**config.mk**
```make
export PLATFORM = sky130hd
export DESIGN_NAME = lsps_mod_serial
export DESIGN_NICKNAME = d
export VERILOG_FILES = /design/src/hdl/lsps_pkg.sv /design/src/hdl/lsps_mod_serial.sv
export SDC_FILE = /design/constraint.sdc
export NUM_CORES = 1
export LEC_CHECK = 0
export CAP_MARGIN = 20
export CORE_ASPECT_RATIO = 0.75
export CORE_UTILIZATION = 59
export CTS_BUF_LIST = sky130_fd_sc_hd__clkbuf_2 sky130_fd_sc_hd__clkbuf_4 sky130_fd_sc_hd__clkbuf_8
export CTS_CLUSTER_SIZE = 10
export DETAILED_ROUTE_END_ITERATION = 8
export DONT_BUFFER_PORTS = 1
export GPL_TIMING_DRIVEN = 1
export PLACE_DENSITY = 0.87
export SLEW_MARGIN = 40
export SYNTH_ARGS = -nofsm -noshare
export SYNTH_HDL_FRONTEND = slang
export SYNTH_SLANG_ARGS = --single-unit
```
**constraint.sdc**
```tcl
create_clock -name clk_i -period 2.3 [get_ports clk_i]
set_clock_uncertainty 0.2 [all_clocks]
set_input_delay 0.115 -clock clk_i [delete_from_list [all_inputs] [get_ports clk_i]]
set_output_delay 0.115 -clock clk_i [all_outputs]
set_load 0.01 [all_outputs]
```
**src/hdl/lsps_pkg.sv**
```systemverilog
// Shared types, constants and helpers of the light style pattern sequencer.
// No dependencies; used by every other file of the block except lsps_ram.
package lsps_pkg;

  // Default sizes of the pattern store
  localparam int NUM_STYLES  = 64;
  localparam int MAX_PATTERN = 64;

  // Field widths
  localparam int REQ_W    = 2;
  localparam int STYLE_W  = 6;
  localparam int POS_W    = 6;
  localparam int LETTER_W = 8;
  localparam int PLEN_W   = 7;
  localparam int TICK_W   = 31;
  localparam int BRIGHT_W = 13;
  localparam int CFG_W    = 2;
  localparam int CFG_IDX_W = 1;

  // Request codes
  typedef enum logic [REQ_W-1:0] {
    REQ_LETTER = 2'd0,
    REQ_HEADER = 2'd1,
    REQ_EVAL   = 2'd2,
    REQ_NONE   = 2'd3
  } req_e;

  // Configuration register indexes
  localparam logic [CFG_IDX_W-1:0] CFG_FLAT_MODE = 1'd0;
  localparam logic [CFG_IDX_W-1:0] CFG_RATE_MODE = 1'd1;

  // Flat mode codes (code three animates like zero)
  localparam logic [1:0] FLAT_ANIM = 2'd0;
  localparam logic [1:0] FLAT_AVG  = 2'd1;
  localparam logic [1:0] FLAT_PEAK = 2'd2;

  // Letter codes and brightness scale
  localparam logic [LETTER_W-1:0] LETTER_BASE = 8'd97;  // 'a', darkness
  localparam logic [LETTER_W-1:0] DIGIT_LO    = 8'd49;  // '1'
  localparam logic [LETTER_W-1:0] DIGIT_HI    = 8'd51;  // '3'
  localparam logic [BRIGHT_W-1:0] LEVEL_STEP  = 13'd22;
  localparam logic [BRIGHT_W-1:0] UNUSED_LEVEL = 13'd256;

  // (letter - 'a') * 22, wrapped to 13 bits two's complement
  function automatic logic [BRIGHT_W-1:0] level_of(input logic [LETTER_W-1:0] letter);
    logic [BRIGHT_W-1:0] diff;
    diff = BRIGHT_W'(letter) - BRIGHT_W'(LETTER_BASE);
    return BRIGHT_W'(diff * LEVEL_STEP);
  endfunction

endpackage

```
**src/hdl/lsps_mod_serial.sv**
```systemverilog
// Bit-serial restoring modulo unit: remainder of a tick count by a pattern length.
// Depends on lsps_pkg for the tick width.
module lsps_mod_serial #(
  parameter int LenW = 7
) (
  input  logic                       clk_i,
  input  logic                       rst_ni,
  input  logic                       start_i,
  input  logic [lsps_pkg::TICK_W-1:0] dividend_i,
  input  logic [LenW-1:0]            divisor_i,
  output logic                       done_o,
  output logic [LenW-1:0]            rem_o
);

  localparam int CntW = $clog2(lsps_pkg::TICK_W + 1);

  logic [lsps_pkg::TICK_W-1:0] shift_q;
  logic [LenW-1:0]             div_q;
  logic [LenW-1:0]             rem_q, rem_d;
  logic [CntW-1:0]             cnt_q;
  logic                        run_q, done_q;
  logic [LenW:0]               trial;

  // one quotient bit per cycle: shift in the next dividend bit, subtract if it fits
  always_comb begin
    trial = {rem_q, shift_q[lsps_pkg::TICK_W-1]};
    if (trial >= {1'b0, div_q}) begin
      rem_d = LenW'(trial - {1'b0, div_q});
    end else begin
      rem_d = LenW'(trial);
    end
  end

  always_ff @(posedge clk_i or negedge rst_ni) begin
    if (!rst_ni) begin
      run_q   <= 1'b0;
      done_q  <= 1'b0;
      cnt_q   <= '0;
      shift_q <= '0;
      div_q   <= '0;
      rem_q   <= '0;
    end else begin
      done_q <= 1'b0;
      if (start_i) begin
        run_q   <= 1'b1;
        cnt_q   <= CntW'(lsps_pkg::TICK_W);
        shift_q <= dividend_i;
        div_q   <= divisor_i;
        rem_q   <= '0;
      end else if (run_q) begin
        rem_q   <= rem_d;
        shift_q <= {shift_q[lsps_pkg::TICK_W-2:0], 1'b0};
        cnt_q   <= cnt_q - 1'b1;
        if (cnt_q == CntW'(1)) begin
          run_q  <= 1'b0;
          done_q <= 1'b1;
        end
      end
    end
  end

  assign done_o = done_q;
  assign rem_o  = rem_q;

endmodule

```
# Word-level counts from Yosys, hierarchy flattened
# Index checks and enable logic that the tools add are counted.
# word_totals
regBits	52
latch_bits	0
mem_bits_rw	0
romBits	0
inputBits	41
wordCells	24
memories	0
# op_classes
add_sub_neg	2
n_mul	0
div	0
n_lt_le_gt_ge	1
eq_ne	1
shift	0
muxes	13
bitwise_logic	0
n_reduce_logical	1
# op_table
cell	n
two-way mux 31 bit	2
two-way mux 7 bit	3
two-way mux 5 bit	2
greater-or-equal comparator 8 x 7 -> 1 bit	1
subtractor 7 bit	1
two-way mux 1 bit	6
== test 5 x 1 -> 1 bit (second input constant)	1
subtractor 5 x 1 -> 5 bit (second input constant)	1
nonzero test 2 bit	1

# Longest topological paths before layout
# logic_depth
depth_word	4
mapped_depth	8

# Worst setup path after synthesis
# OpenSTA, ideal clock, no wires.
# synth_path
kind	reg2reg
startpoint	register shift_q[30] (netlist name)
endpoint	register rem_q[3], in the netlist rem_o[3]
setup_ps	96
t_arrival_ps	2040
setup_slack_ps	-35
path_stages_with_launch	9
path_buffers	0
synth_period_minus_slack_ps	2335
path_cell_list	dfrtp_1 > inv_1 > ha_1 > fa_1 > nand2b_1 > a211oi_2 > nor3_2 > or3_1 > a311oi_2
# synth_via
elab_chain_cells	4
word_cells_on_any_way	5
cone_classes	1 x add/sub; 1 x order compare; 3 x mux
# synth_lines
item	line	rtl
start: declaration	lsps_mod_serial.sv:17	logic [lsps_pkg::TICK_W-1:0] shift_q;
start signal: assignment	lsps_mod_serial.sv:47	shift_q <= dividend_i;
start signal: assignment	lsps_mod_serial.sv:52	shift_q <= {shift_q[lsps_pkg::TICK_W-2:0], 1'b0};
subtractor 7 bit or greater-or-equal comparator 8 x 7 -> 1 bit (tied branches)	lsps_mod_serial.sv:28, lsps_mod_serial.sv:27	
two-way mux 7 bit (*)	lsps_mod_serial.sv:27	if (trial >= {1'b0, div_q}) begin
two-way mux 7 bit (*)	lsps_mod_serial.sv:50	end else if (run_q) begin
two-way mux 7 bit (*)	lsps_mod_serial.sv:44	if (start_i) begin
end signal: assignment	lsps_mod_serial.sv:51	rem_q <= rem_d;
end: declaration	lsps_mod_serial.sv:19	logic [LenW-1:0] rem_q, rem_d;
# Mark *: on every way between the ends. The rest lies on a longest branch, timed or not. The select of a mux whose other input is x is not followed.
# A chain may end at the register's enable or synchronous reset.

# Worst setup path after layout
# layout_path
startpoint	register rem_q[1], in the netlist rem_o[1]
endpoint	register rem_q[5], in the netlist rem_o[5]
# layout_via
elab_chain_cells	4
word_cells_on_any_way	5
cone_classes	1 x add/sub; 1 x order compare; 3 x mux
# layout_lines
item	line
subtractor 7 bit or greater-or-equal comparator 8 x 7 -> 1 bit (tied branches)	lsps_mod_serial.sv:28, lsps_mod_serial.sv:27
two-way mux 7 bit (*)	lsps_mod_serial.sv:27
two-way mux 7 bit (*)	lsps_mod_serial.sv:50
two-way mux 7 bit (*)	lsps_mod_serial.sv:44
# Marked as above.

==> metrics.txt <==
r2r endpoint rem_o[5]$_DFFE_PN0P_; Die Wd 79.8 um; GP Congestion 0.843; critical path peak fanout 5; CP Cell Sequence ha_1 -> o21ai_0 -> a21oi_2 -> mux2_2 -> o21ai_0 -> a311oi_1; global-route wire length before repair ~11,000 um; post-DR vias/cell 6.01; power density over the cells roughly 900 nW/um2; Pwr Total between 3000 and 4000 uW; Final Hold Viols 0; endpoints failing setup 2; wire per inst 19.7 um; core area ~4200 um2; P_leak 0.00170 uW; max_cap viols 0; Post-Layout Cell Count 380; failing checks setup timing; CTS Root Cell clkbuf_8; WL final 7470 um; Yosys warnings 0; mapped cell area between 2000 and 3000 um2; Slew headroom between 60% and 70%; CP endpoint kind register; Initial Util between 60% and 70%; syn nets approximately 330; die area roughly 4800 um2; Pre-antenna DRT Iters 4; H-Tree Level Count 2; setup slack, reg-to-reg -0.09 ns; status finished, violations left; Die H 60.3 um; Synth top area share around half; worst-skew pair later-pin latency ~0.31 ns; largest cells by area after synthesis dfrtp_1 49%, mux2i_1 12%, o21ai_0 7.9%; Tightest Hold Check Type primary input to async pin; number of global-route vias before repair 2,155; top sig layer met4; clk slew on worst S/H paths approximately 0.1 ns; number of antenna diodes 0; pin count of the biggest net entering global routing 90; Worst Setup SP rem_o[1]$_DFFE_PN0P_; critical path's largest stage delay roughly 0.45 ns; Critical Path RT between 2 and 2.5 ns; Syn Inst Count ~280; unique cell type count in the Yosys netlist 32; fin crit share 104%; Peak VDD IR 0.000685 V; share of cells above drive strength 1 between 10% and 20%; fin. max-slew vios 0; sequential cell area fraction in the yosys report 48.6%; area delta synth->final 30.6%; final worst slack -0.0917 ns; met3 wire len approximately 480 um; Num CTS Buffers 5; number of remaining DRC errors 0; GR Util All Layers 30.5%; Crit path top cell by count o21ai_0; IO Count 49; WL met1 3070 um; Mapped Avg Cell Area around 9.7 um2; Worst Tran Pin Value between 0.4 and 0.5 ns; cell count of the worst reg-to-reg path 6; most common cell after layout, fill and taps aside dfrtp_1; Layout Nets between 300 and 400; row cnt 20; CTS tree yes; # clock sinks between 50 and 60; CP startpoint kind register; CP Class register to register; CP max stage cell ha_1; RSZ-0062 raised after global routing yes; cell taking the most area after synthesis dfrtp_1; post-layout min period about 2.4 ns; register bit total from synthesis 52; DR vias 2,284; WL met2 3670 um; most frequent cells in the layout 51 x dfrtp_1, 44 x nand2_1, 41 x o21ai_0, 40 x dlygate4sd3_1, 31 x mux2i_1; DP HPWL about 3700 um; antenna violations before repair 0; Initial DRC Count roughly 150; total gr overflow 0; Inst Count DP 327; hold_ws between 0.09 and 0.1 ns; Clock Path Buffers 2; Worst EP arrival between 2 and 2.5 ns; antenna-violating nets left 0; # port buffers 0; worst reg2reg path startpoint rem_o[1]$_DFFE_PN0P_; FMAX approximately 0.42 GHz
## cells in the mapped netlist, drive strengths merged
| master | n |
|---|---|
| dfrtp | 52 |
| nand2 | 46 |
| o21ai | 43 |
| mux2i | 31 |
| nor2 | 14 |
| inv | 12 |
| clkbuf | 10 |
| ha | 9 |
| nand2b | 9 |
| buf | 6 |
| a21oi | 5 |
| a311oi | 5 |
| mux2 | 4 |
| nand3 | 4 |
| or3 | 4 |
| a211oi | 3 |
| nor3b | 3 |
| xnor2 | 3 |
| nor3 | 2 |
| nor4b | 2 |
| xor2 | 2 |
| a21o | 1 |
| a31oi | 1 |
| fa | 1 |
| nand4 | 1 |
| nor2b | 1 |
| or4b | 1 |
## final cells by class
class	instances	area, um2
multi-input cells	195	1390
flip-flops and latches	52	1300
clock buffers	5	68.8
well taps	55	68.8
repair buffers	58	576
fillers	235	707
inverters	12	45.0
clock inverters	3	42.5
## power by group
part           leakage (uW)  internal [uW]  switching (uW)
sequential         0.000626           1030            96.4
clock             0.0000541            322             320
combinational       0.00102            623             733
## metrics by stage
step           util (%)  TNS (ns)  setup slack, ns  cell area, um2
6_report           83.2    -0.125          -0.0917            3500
5_1_grt            83.2    -0.344           -0.127            3500
4_1_cts            80.8         0           0.0154            3400
3_5_place_dp       66.7    -0.144          -0.0810            2810
3_3_place_gp       66.7         0           0.0109            2810
2_1_floorplan         -         0           0.0342            2700
## what timing repair did
action                     4_1_cts  5_1_grt
cloned                           0        0
setup endpoints to repair        4        7
pin swaps                        3        4
hold endpoints to repair       104        0
resized for setup                4       18
setup buffers                    1        2
hold buffers                    42        0
## state kept, by name (all words and copies together), names as in the netlist
signal	count
cnt_q	5
div_q	7
done_o	1
rem_o	7
run_q	1
shift_q	31
## cells by family after synthesis
| family | Yosys count | synth area share [%] |
|---|---|---|
| AOI/OAI and AO/OA | 58 | 12.4 |
| xor gates and xnor gates | 5 | 1.64 |
| adders and majority gates | 10 | 4.95 |
| buffers and inverters | 28 | 4.07 |
| DFF | 52 | 48.6 |
| muxes | 35 | 13.3 |
| and+or+nand+nor | 87 | 15.1 |
## how the worst max path moves through the flow
stage	end	slack, ns
6_report	rem_o[5]$_DFFE_PN0P_	-0.09
5_1_grt	rem_o[3]$_DFFE_PN0P_	-0.13
4_1_cts	rem_o[0]$_DFFE_PN0P_	0.02
3_5_place_dp	rem_o[6]$_DFFE_PN0P_	-0.08
3_3_place_gp	rem_o[3]$_DFFE_PN0P_	0.01
2_1_floorplan	rem_o[3]$_DFFE_PN0P_	0.03
## worst max-delay path: cells and delay by family, from the launching register on
kind,cells,cell delay (ns)
flip-flops,1,0.41
AO/OA/AOI/OAI,4,0.83
adder cells (fa/ha/maj),1,0.45
multiplexers,1,0.36
## layer usage
| layer | vias up | GRT usage (%) |
|---|---|---|
| li1 | 1043 | - |
| met1 | 1110 | 40.9 |
| met2 | 99 | 48.1 |
| met3 | 32 | 8.27 |
| met4 | 0 | 12.8 |
| met5 | - | 0 |
Note: power is estimated with default switching activity, not from simulation.
