==> src/hdl/lsps_ram.sv <==
// Generic simple dual-port RAM: one write port, one registered read port.
// No dependencies.
module lsps_ram #(
  parameter int Width = 8,
  parameter int Depth = 64,
  parameter int AddrW = (Depth > 1) ? $clog2(Depth) : 1
) (
  input  logic             clk_i,
  input  logic             we_i,
  input  logic [AddrW-1:0] waddr_i,
  input  logic [Width-1:0] wdata_i,
  input  logic             re_i,
  input  logic [AddrW-1:0] raddr_i,
  output logic [Width-1:0] rdata_o
);

  logic [Width-1:0] mem_q [Depth];
  logic [Width-1:0] rdata_q;

  // write port
  always_ff @(posedge clk_i) begin
    if (we_i) begin
      mem_q[waddr_i] <= wdata_i;
    end
  end

  // registered read port
  always_ff @(posedge clk_i) begin
    if (re_i) begin
      rdata_q <= mem_q[raddr_i];
    end
  end

  assign rdata_o = rdata_q;

endmodule

==> config.mk <==
export PLATFORM = sky130hd
export DESIGN_NAME = lsps_ram
export DESIGN_NICKNAME = d
export VERILOG_FILES = /design/src/hdl/lsps_ram.sv
export SDC_FILE = /design/constraint.sdc
export NUM_CORES = 1
export LEC_CHECK = 0
export BUFFER_PORTS_ARGS = -buffer_cell sky130_fd_sc_hd__buf_2
export CELL_PAD_IN_SITES_DETAIL_PLACEMENT = 1
export CELL_PAD_IN_SITES_GLOBAL_PLACEMENT = 1
export CORE_MARGIN = 5
export CORE_UTILIZATION = 55
export CTS_CLUSTER_SIZE = 12
export DETAILED_ROUTE_END_ITERATION = 7
export GPL_TIMING_DRIVEN = 0
export HOLD_SLACK_MARGIN = 0.15
export PLACE_DENSITY_LB_ADDON = 0.1
export SLEW_MARGIN = 30
export SYNTH_ARGS = -nofsm -noshare
export SYNTH_HDL_FRONTEND = slang
export SYNTH_SLANG_ARGS = --single-unit
==> constraint.sdc <==
create_clock -name clk_i -period 2.5 [get_ports clk_i]
set_input_delay 0.25 -clock clk_i [delete_from_list [all_inputs] [get_ports clk_i]]
set_output_delay 0.25 -clock clk_i [all_outputs]
set_load 0.05 [all_outputs]
# --- Yosys cells after proc, flatten, opt, wreduce, memory -nomap -nowiden ---
# Memory sizes are Yosys's and may differ from the RTL's. A register that Yosys moved wholly into a read port is not among the register bits.
# Index checks and enable logic that the tools add are counted.
classes:
  n_mux: 2
ops:
  columns: ["op", "count"]
  rows:
  - ["2-to-1 mux 1 bit", 2]
totals:
  ramBits: 512
  mem_count: 1
  regBits: 0
memory_table:
  columns: ["memory", "depth", "word_bits", "read_ports", "rd_clocked_by_memory_dff", "write_ports", "line", "source"]
  rows:
  - ["mem_q", 64, 8, 1, 1, 1, "17", "logic [Width-1:0] mem_q [Depth];"]

# --- Logic depth before layout (Yosys ltp) ---
# Gate-level depths: netlist of the first run.
depth:
  depth_word: 2
  ltp_mapped: 9
  depth_no_buf: 5

# --- Worst setup path after synthesis of the first run ---
# Ideal clock, no wire load.
synth_timing:
  path_type: "input to register"
  startpoint: "input raddr_i[1]"
  endpoint: "register rdata_q[3], in the netlist rdata_o[3] (read register of mem_q), data pin"
  setup_slack_ns: 0.444
  cell_stages: 7
  arrival_time_ns: 1.790
  required_time_ns: 2.234
  path_buffers: 3
  cell_sequence: "buf_4 -> buf_2 -> buf_2 -> mux4_2 -> mux4_2 -> o21ai_1 -> o41ai_1"
synth_rtl:
  columns: ["element", "line", "source"]
  rows:
  - ["start: declaration", "13", "input logic [AddrW-1:0] raddr_i,"]
  - ["end: declaration", "18", "logic [Width-1:0] rdata_q;"]

==> metrics.cfg, run 1 <==
[timing]
setup_viol=0
timing_worst_slew_pin_value_ps=1010
setup_slack_ps=78.73
timing.final.crit_share_pct=96.85
slew_viol_final=0
max_slew_margin_pct=32.43
final.setup_skew_ps=11.65
holdWs_ps=221.7
final_period_minus_worst_setup_slack_ps=2421
finalHoldViolCount=0
maxClockFrequency_mhz=413.0
grt_setup_unrepaired=false

[clock_network]
cts.root.buffer_cell=sky130_fd_sc_hd__clkbuf_16
cts_tree=yes
clk_lat_worst_skew_ps=590
clock_sinks=520
cts-root-to-sink-buffers=3
cts-htree-levels=2
clk_pin_slew_worst_paths_ps=60
post-cts-setup-buffers=0
tritoncts.num_buffers=53

[worst_setup_path]
timing_worst_setup_path_type=input pin to register
timing.rr.start=mem_q[21][4]
arrival_ps=2730
worst_ep_required_time_ps=2810
setup.reg_to_reg.worst_slack_ps=240
critPathMaxFanout=10
critPathLaunchType=input pin
r2r_cells=5
cp-end-kind=register
regToRegEndpoint=rdata_o[4]

[power_and_ir_drop]
peakVddDrop_mv=0.6853
cellPowerDensity_nw_per_um2=802.7
p_leak_nw=7.014
totalPowerFinal_w=0.01813

[global_route]
initial_antenna_violation_count=0
globalRoute.totalOverflow=0
via_count_of_the_first_global_routing_pass=10660
global_route_usage_over_all_layers_pct=25.87
grt_first_pass_wirelength_um=75290
grt_max_degree=65

[synth]
synthTopCellsByArea=sky130_fd_sc_hd__edfxtp_1 77%, sky130_fd_sc_hd__mux4_2 14%, sky130_fd_sc_hd__nor2_1 1.5%, sky130_fd_sc_hd__mux2i_1 1.1%, sky130_fd_sc_hd__mux2_2 0.72%
synth.net_count=963
synth-warning-count=0
synth.lib_cells_used.distinct=39
synth_largest_area_cell=sky130_fd_sc_hd__edfxtp_1
ys_ff_latch=520
mappedNetlistArea_um2=20250
synthCells=940
synth_top_area_share_pct=77.12
avgSynthCellArea_um2=21.54
sequential_area_share_after_synthesis_pct=77.12
synth_top_flop_cell=sky130_fd_sc_hd__edfxtp_1
ys_async_sr_fraction_pct=0
number_of_flops_mapped_to_enable_cells_by_yosys=520

[route]
dr.first_iter.drc_count=1127
dr_vias=10080
drt-total-wl_um=51650
drt_pass_1_iters=5
route.detailed.wl_per_inst_um=34.05
detail_route.drc_violations=0
vias_per_cell=6.644
antenna_left=0

[floorplanning]
placement_rows=70
die_w_um=201.9
initial_utilization_pct=55.57
floorplan.die_area_um2=40750
io_pins=31
floorplan.core_area_um2=36430
die_y_um=201.9

[min_path]
worstHoldStart=wdata_i[7]
hold-path-cell-count=1
hold_path_end=mem_q[50][7]
min-delay-path-class=input pin to register

[place]
io_buffers=22
routabilityCongestion=0.8686
placedInstanceArea_um2=20970
place.detailed.hpwl_um=32870
dpl_worst_slack_ps=-680.0

[job]
maxCapViolations=0

[layout]
n_antenna_cell=0
layout_common_cells=520 x sky130_fd_sc_hd__edfxtp_1, 126 x sky130_fd_sc_hd__mux4_2, 79 x sky130_fd_sc_hd__nor2_1, 55 x sky130_fd_sc_hd__clkbuf_16, 30 x sky130_fd_sc_hd__clkbuf_1
area_growth_pct=11.56
layout-drive-gt1-share_pct=25.07
design.final.nets=1040
num-fill-cells=2970
mostFrequentLayoutCell=sky130_fd_sc_hd__edfxtp_1
layout.cell_area.non_filler_um2=22590

[status]
run_status=finished, final reports clean

cells in the mapped netlist, types with 4 or more instances:
library cell	number
sky130_fd_sc_hd__nor2_1	83
sky130_fd_sc_hd__a221oi_1	6
sky130_fd_sc_hd__buf_4	13
sky130_fd_sc_hd__mux2i_1	23
sky130_fd_sc_hd__buf_6	4
sky130_fd_sc_hd__a211oi_1	4
sky130_fd_sc_hd__nand3_1	13
sky130_fd_sc_hd__o22ai_1	8
sky130_fd_sc_hd__o221ai_1	8
sky130_fd_sc_hd__buf_1	4
sky130_fd_sc_hd__nand2_1	19
sky130_fd_sc_hd__nand2b_1	7
sky130_fd_sc_hd__mux2_2	13
sky130_fd_sc_hd__edfxtp_1	520
sky130_fd_sc_hd__mux4_2	126
sky130_fd_sc_hd__clkbuf_1	17
sky130_fd_sc_hd__nor2b_1	14
sky130_fd_sc_hd__buf_2	11
sky130_fd_sc_hd__nor3_1	7
worst max path at each step:
stage / start / to / slack, ps / cells after the start
global route: raddr_i[4] / rdata_o[1] / 60 / 7
global placement: raddr_i[1] / rdata_o[6] / -640 / 8
detailed placement: raddr_i[1] / rdata_o[6] / -680 / 8
CTS: raddr_i[2] / rdata_o[7] / 8 / 7
finish: raddr_i[1] / rdata_o[6] / 80 / 8
floorplan: raddr_i[1] / rdata_o[3] / 440 / 7
power breakdown:
| part | switching (W) | internal, W | total (W) |
|---|---|---|---|
| clock network | 0.00314 | 0.00428 | 0.00742 |
| logic | 0.000673 | 0.000342 | 0.00102 |
| registers | 0.0000215 | 0.00967 | 0.00969 |
cell families (layout without fill, tap and decap cells):
| family | Yosys count | in the layout | share of synthesized area [%] |
|---|---|---|---|
| compound gates | 54 | 54 | 2.064 |
| flops | 520 | 520 | 77.12 |
| buf+inv | 51 | 160 | 1.563 |
| mux | 162 | 162 | 15.88 |
| simple gates | 153 | 153 | 3.374 |
layout make-up:
class | count | area, µm² | share of cell area (%)
clock buffer | 70 | 1433 | 6.342
timing repair buffer | 24 | 150.1 | 0.6647
clock inverter | 17 | 151.4 | 0.6702
multi-input combinational | 369 | 4335 | 19.19
sequential | 520 | 15620 | 69.13
buffer | 49 | 317.8 | 1.407
tap | 468 | 585.6 | 2.592
sequential cells by signal, indices dropped and copies added (netlist names):
signal,count
mem_q,512
rdata_o,8
critical path, stage by stage:
cell and delay [ps]:
sky130_fd_sc_hd__buf_4 170, sky130_fd_sc_hd__buf_2 460, sky130_fd_sc_hd__buf_4 350, sky130_fd_sc_hd__buf_2 400, sky130_fd_sc_hd__nor2_1 100, sky130_fd_sc_hd__nor4_1 310, sky130_fd_sc_hd__nor3_1 110, sky130_fd_sc_hd__o32ai_1 570
stage by stage:
stage / instances / util, % / TNS, ps
2_1_floorplan: 940 / - / 0
3_3_place_gp: 1430 / 57.48 / -6875
3_5_place_dp: 1430 / 57.56 / -23300
4_1_cts: 1519 / 61.98 / 0
5_1_grt: 1517 / 62.00 / 0
6_report: 1517 / 62.00 / 0
metal layers:
layer  share of wire [%]  track usage (%)  wire, µm  vias to the layer above
met5                   0                0         0                        -
met4                 3.4            8.887      1769                        0
met3                 9.1            6.305      4719                      105
met2                  48            40.46     24540                      495
met1                  40            36.42     20620                     5385
li1                    -                -         -                     4094
what timing repair did:
| action | CTS | global route |
|---|---|---|
| setup endpoints to repair | 2 | 4 |
| resized for setup | 2 | 3 |
| hold buffers | 2 | 0 |
| hold endpoints to repair | 10 | 0 |
(Power assumes the default switching activity.)
==> run 2: changes to the inputs <==
CORE_ASPECT_RATIO = 1.25   (was default)
==> metrics.cfg, run 2 (synthesis results as in run 1) <==
[route]
dr.first_iter.drc_count=1006
route.detailed.wl_per_inst_um=33.87
dr_vias=9781
drt_pass_1_iters=5
vias_per_cell=6.460
drt-total-wl_um=51270
antenna_left=0
detail_route.drc_violations=0

[floorplanning]
initial_utilization_pct=55.77
placement_rows=78
floorplan.core_area_um2=36300
die_w_um=181.6
die_y_um=224.5
io_pins=31
floorplan.die_area_um2=40770

[worst_setup_path]
regToRegEndpoint=rdata_o[4]
cp.buffers_inverters=4
cell_by_cell_trace_of_the_critical_path=buf_2, buf_2, buf_1, clkbuf_1, nand3_1, o2111ai_1, nand2_1, o2bb2ai_1
cp-end-kind=register
max_stage_delay_ps=670
arrival_ps=2840
setup.reg_to_reg.worst_slack_ps=170
critPathLaunchType=input pin
r2r_cells=5
path_delay_family=buffers and inverters
worst_path_most_repeated_cell=sky130_fd_sc_hd__buf_2
critPathMaxFanout=10
timing.rr.start=mem_q[20][4]
worst_ep_required_time_ps=2850
timing_worst_setup_path_type=input pin to register
crit_slowest_cell=sky130_fd_sc_hd__buf_1

[layout]
layout-drive-gt1-share_pct=24.56
max_flop_register=mem_q
largest_register_ffs=512
n_antenna_cell=0
multiInputGateArea_um2=4330
area_growth_pct=10.80
num-fill-cells=2984
design.final.nets=1038
mostFrequentLayoutCell=sky130_fd_sc_hd__edfxtp_1
layout_common_cells=520 x sky130_fd_sc_hd__edfxtp_1, 126 x sky130_fd_sc_hd__mux4_2, 81 x sky130_fd_sc_hd__nor2_1, 53 x sky130_fd_sc_hd__clkbuf_16, 31 x sky130_fd_sc_hd__clkbuf_1
layout.area.seq_um2=15620

[power_and_ir_drop]
cellPowerDensity_nw_per_um2=785.4
peakVddDrop_mv=0.6321
seq_power_share_pct=55.0
totalPowerFinal_w=0.01762
power.share.clock_pct=39.3
p_leak_nw=6.933
p_int_w=0.01392
switching_share_pct=20.98
combinationalPowerShare_pct=5.8
power.switching_w=0.003696

[status]
run_status=finished, final reports clean

[timing]
setup_viol=0
setup_slack_ps=7.890
timing_worst_slew_pin_value_ps=985.7
final_period_minus_worst_setup_slack_ps=2492
maxClockFrequency_mhz=401.3
finalHoldViolCount=0
timing.final.crit_share_pct=99.68
grt_setup_unrepaired=false
slew_viol_final=0
max_slew_margin_pct=34.29
final.setup_skew_ps=9.930

[clock_network]
cts-htree-levels=2
cts.root.buffer_cell=sky130_fd_sc_hd__clkbuf_16
clk_lat_worst_skew_ps=580
clk_pin_slew_worst_paths_ps=60
clock_sinks=520
cts-root-to-sink-buffers=3
tritoncts.num_buffers=51
cts_tree=yes
post-cts-setup-buffers=0

[min_path]
worstHoldStart=raddr_i[5]
hold_path_end=rdata_o[3]
hold-path-cell-count=2
min-delay-path-class=input pin to register

[place]
routabilityCongestion=0.9187
io_buffers=22
place.detailed.hpwl_um=33510
dpl_worst_slack_ps=-676.9

[global_route]
grt_first_pass_wirelength_um=75310
grt_max_degree=65
globalRoute.totalOverflow=0
initial_antenna_violation_count=0
global_route_usage_over_all_layers_pct=25.89
via_count_of_the_first_global_routing_pass=10510

[job]
maxCapViolations=0

[run 2: cell count changes in the layout (fill, tap and decap cells not counted), sizes merged]
cell           change
clkbuf             -1
bufinv             -2
clkinv            -11
dlygate4sd3        -1
buf                +1
clkdlybuf4s15      -1
[run 2: layout make-up]
| cell class | instances | area share (%) |
|---|---|---|
| tap | 480 | 2.677 |
| clock buffer | 68 | 6.163 |
| multi-input combinational | 369 | 19.30 |
| clock inverter | 4 | 0.2119 |
| buffer | 50 | 1.411 |
| timing repair buffer | 23 | 0.6247 |
| sequential | 520 | 69.61 |
[run 2: power by group through the flow]
| stage | Sequential, W | Combinational [W] | Clock [W] |
|---|---|---|---|
| final | 0.00969 | 0.00101 | 0.00692 |
| after global routing | 0.00969 | 0.00106 | 0.00745 |
| after global placement | 0.00987 | 0.000987 | 0 |
| after floorplan | 0.00991 | 0.000515 | 0 |
| after CTS | 0.00969 | 0.00102 | 0.00700 |
| after detailed placement | 0.00987 | 0.00102 | 0 |
[run 2: worst max path at each step]
| stage | start | endpoint | cells past startpoint |
|---|---|---|---|
| final | raddr_i[2] | rdata_o[0] | 8 |
| after global placement | raddr_i[1] | rdata_o[4] | 8 |
| after floorplan | raddr_i[1] | rdata_o[3] | 7 |
| after global routing | raddr_i[2] | rdata_o[0] | 8 |
| after detailed placement | raddr_i[2] | rdata_o[7] | 7 |
| after CTS | raddr_i[1] | rdata_o[7] | 9 |
[run 2: layer usage]
metal | vias up | part of all wire (%) | track usage [%] | wire length (µm)
met2 | 407 | 53 | 44.77 | 27010
met1 | 5221 | 37 | 34.15 | 18920
met5 | - | 0 | 0 | 0
li1 | 4062 | - | - | -
met3 | 91 | 7.1 | 4.448 | 3620
met4 | 0 | 3.4 | 7.944 | 1718
[run 2: timing repair]
action,in CTS,in global routing
hold endpoints to repair,8,0
hold buffers,1,0
resized for setup,0,1
endpoints found under the setup margin,1,1
[run 2: metrics by stage]
step	utilization (%)	TNS, ps	cell area (µm²)	hold slack (ps)	cells
2_1_floorplan	-	0	20250	348.9	940
3_3_place_gp	57.73	-6080	20960	664.9	1442
3_5_place_dp	57.81	-13030	20990	672.1	1442
4_1_cts	61.77	0	22430	151.2	1514
5_1_grt	61.79	0	22430	179.8	1514
6_report	61.79	0	22430	214.3	1514
==> run 3: changes to the inputs <==
CORE_UTILIZATION = 50   (was 55)
MAX_ROUTING_LAYER = met4   (was default)
SLEW_MARGIN = default   (was 30)
clock period = 2 ns   (was 2.5 ns; I/O delays follow)
==> metrics.cfg, run 3 (synthesis results as in run 1) <==
[timing]
setup_slack_ps=-165.6
final_period_minus_worst_setup_slack_ps=2166
final.setup_skew_ps=19.88
finalHoldViolCount=0
setup_viol=47
grt_setup_unrepaired=true
slew_viol_final=0
timing_worst_slew_pin_value_ps=1390
max_slew_margin_pct=7.359
timing.final.crit_share_pct=108.3
maxClockFrequency_mhz=461.8

[global_route]
groute.layer.met1.usage_pct=32.83
grt.met3_usage_pct=3.830
via_count_of_the_first_global_routing_pass=10320
global_route_usage_over_all_layers_pct=23.83
grt_first_pass_wirelength_um=73550
met2_usage_pct=37.64
globalRoute.busiestLayer=met2
grt_max_degree=65
globalRoute.totalOverflow=0
initial_antenna_violation_count=0

[layout]
design.final.nets=1040
finish.utilization_pct=56.62
largest_register_ffs=512
mostFrequentLayoutCell=sky130_fd_sc_hd__edfxtp_1
layout_common_cells=520 x sky130_fd_sc_hd__edfxtp_1, 126 x sky130_fd_sc_hd__mux4_2, 73 x sky130_fd_sc_hd__nor2_1, 51 x sky130_fd_sc_hd__clkbuf_16, 27 x sky130_fd_sc_hd__buf_2
max_flop_register=mem_q
area_growth_pct=12.17
n_antenna_cell=0
fin_cells=1587
layout-drive-gt1-share_pct=27.95
num-fill-cells=3403

[worst_setup_path]
setup.reg_to_reg.worst_slack_ps=-110
cp-end-kind=register
worst_ep_required_time_ps=2190
arrival_ps=2350
critPathLaunchType=input pin
critPathMaxFanout=10
timing_worst_setup_path_type=input pin to register

[power_and_ir_drop]
cellPowerDensity_nw_per_um2=963.2
switching_share_pct=21.49
combinationalPowerShare_pct=6.1
p_leak_nw=6.991
seq_power_share_pct=55.4
p_int_w=0.01718
power.share.clock_pct=38.5
peakVddDrop_mv=0.7570
power.switching_w=0.004700

[job]
maxCapViolations=0

[floorplanning]
floorplan.core_area_um2=40120
die_w_um=190.0
placement_rows=82
initial_utilization_pct=50.47
die_y_um=235.0
floorplan.die_area_um2=44640
io_pins=31

[status]
run_status=finished, violations left
failing_checks=negative setup slack

[route]
vias_per_cell=6.144
drt-total-wl_um=51040
drt_pass_1_iters=5
dr.first_iter.drc_count=940
detail_route.drc_violations=0
dr_vias=9750
route.detailed.wl_per_inst_um=32.16
antenna_left=0

[place]
io_buffers=22
place.detailed.hpwl_um=32550
place.detailed.instances=1508
routabilityCongestion=0.9345

[clock_network]
cts-htree-levels=2
cts_tree=yes
clk_lat_worst_skew_ps=580
clock_sinks=520
post-cts-setup-buffers=0
clk_pin_slew_worst_paths_ps=60
cts.root.buffer_cell=sky130_fd_sc_hd__clkbuf_16
tritoncts.num_buffers=51
cts-root-to-sink-buffers=3

[min_path]
min-delay-path-class=input pin to register

run 3: cell count changes in the layout (fill, tap and decap cells not counted), sizes merged:
cell | before | now
clkinv | 2 | 8
inv | 1 | 3
bufinv | 1 | 0
clkbuf | 85 | 84
dlygate4sd3 | 1 | 2
run 3: path summary, 6_finish.rpt:
| path | from | to | cells past startpoint |
|---|---|---|---|
| setup reg to reg | mem_q[15][2] | rdata_o[2] | 5 |
| hold reg to reg | mem_q[6][7] | rdata_o[7] | 4 |
| setup / recovery | waddr_i[2] | mem_q[61][2] | 4 |
| hold / removal | waddr_i[2] | mem_q[54][4] | 3 |
run 3: worst max-delay path, cell delays in order:
cell                       delay (ps)
sky130_fd_sc_hd__clkbuf_1         360
sky130_fd_sc_hd__nor2b_1          250
sky130_fd_sc_hd__nand3_1          570
sky130_fd_sc_hd__nor2_1           960
run 3: layer usage:
layer  vias to the layer above  wire (µm)  part of all wire (%)
li1                       4078          -                     -
met1                      5268      20970                    41
met2                       322      25620                    50
met3                        82       3037                   6.0
met4                         0       1414                   2.8
met5                         -          0                     0
run 3: cell type report:
class	count	area, µm²	area share (%)
multi-input combinational	369	4532	19.95
sequential	520	15620	68.75
buffer	51	361.6	1.592
clock inverter	11	57.56	0.2534
tap	546	683.2	3.008
clock buffer	66	1333	5.867
timing repair buffer	24	130.1	0.5729
run 3: per-stage QoR:
step	power [W]	hold slack, ps	area, µm²	TNS (ps)	setup WS, ps
finish	0.02188	404.9	22710	-3203	-165.6
global route	0.02259	439.5	22710	-5306	-130.1
CTS	0.02204	388.8	22630	-693.7	-104.7
detailed placement	0.01362	557.0	21040	-211620	-1249
global placement	0.01358	539.7	21040	-179880	-1223
floorplan	0.01303	298.9	20250	0	21.39
run 3: power by group through the flow:
stage	sequential [W]	combinational [W]	clock, W
2_1_floorplan	0.0124	0.000644	0
3_3_place_gp	0.0123	0.00125	0
3_5_place_dp	0.0123	0.00127	0
4_1_cts	0.0121	0.00132	0.00860
5_1_grt	0.0121	0.00140	0.00908
6_report	0.0121	0.00134	0.00843
run 3: timing repair:
| item | 4_1_cts | 5_1_grt |
|---|---|---|
| hold buffers | 2 | 0 |
| endpoints found under the hold margin | 9 | 0 |
| cloned | 0 | 0 |
| pin swaps | 4 | 2 |
| gates resized for setup | 51 | 22 |
| endpoints found under the setup margin | 32 | 88 |
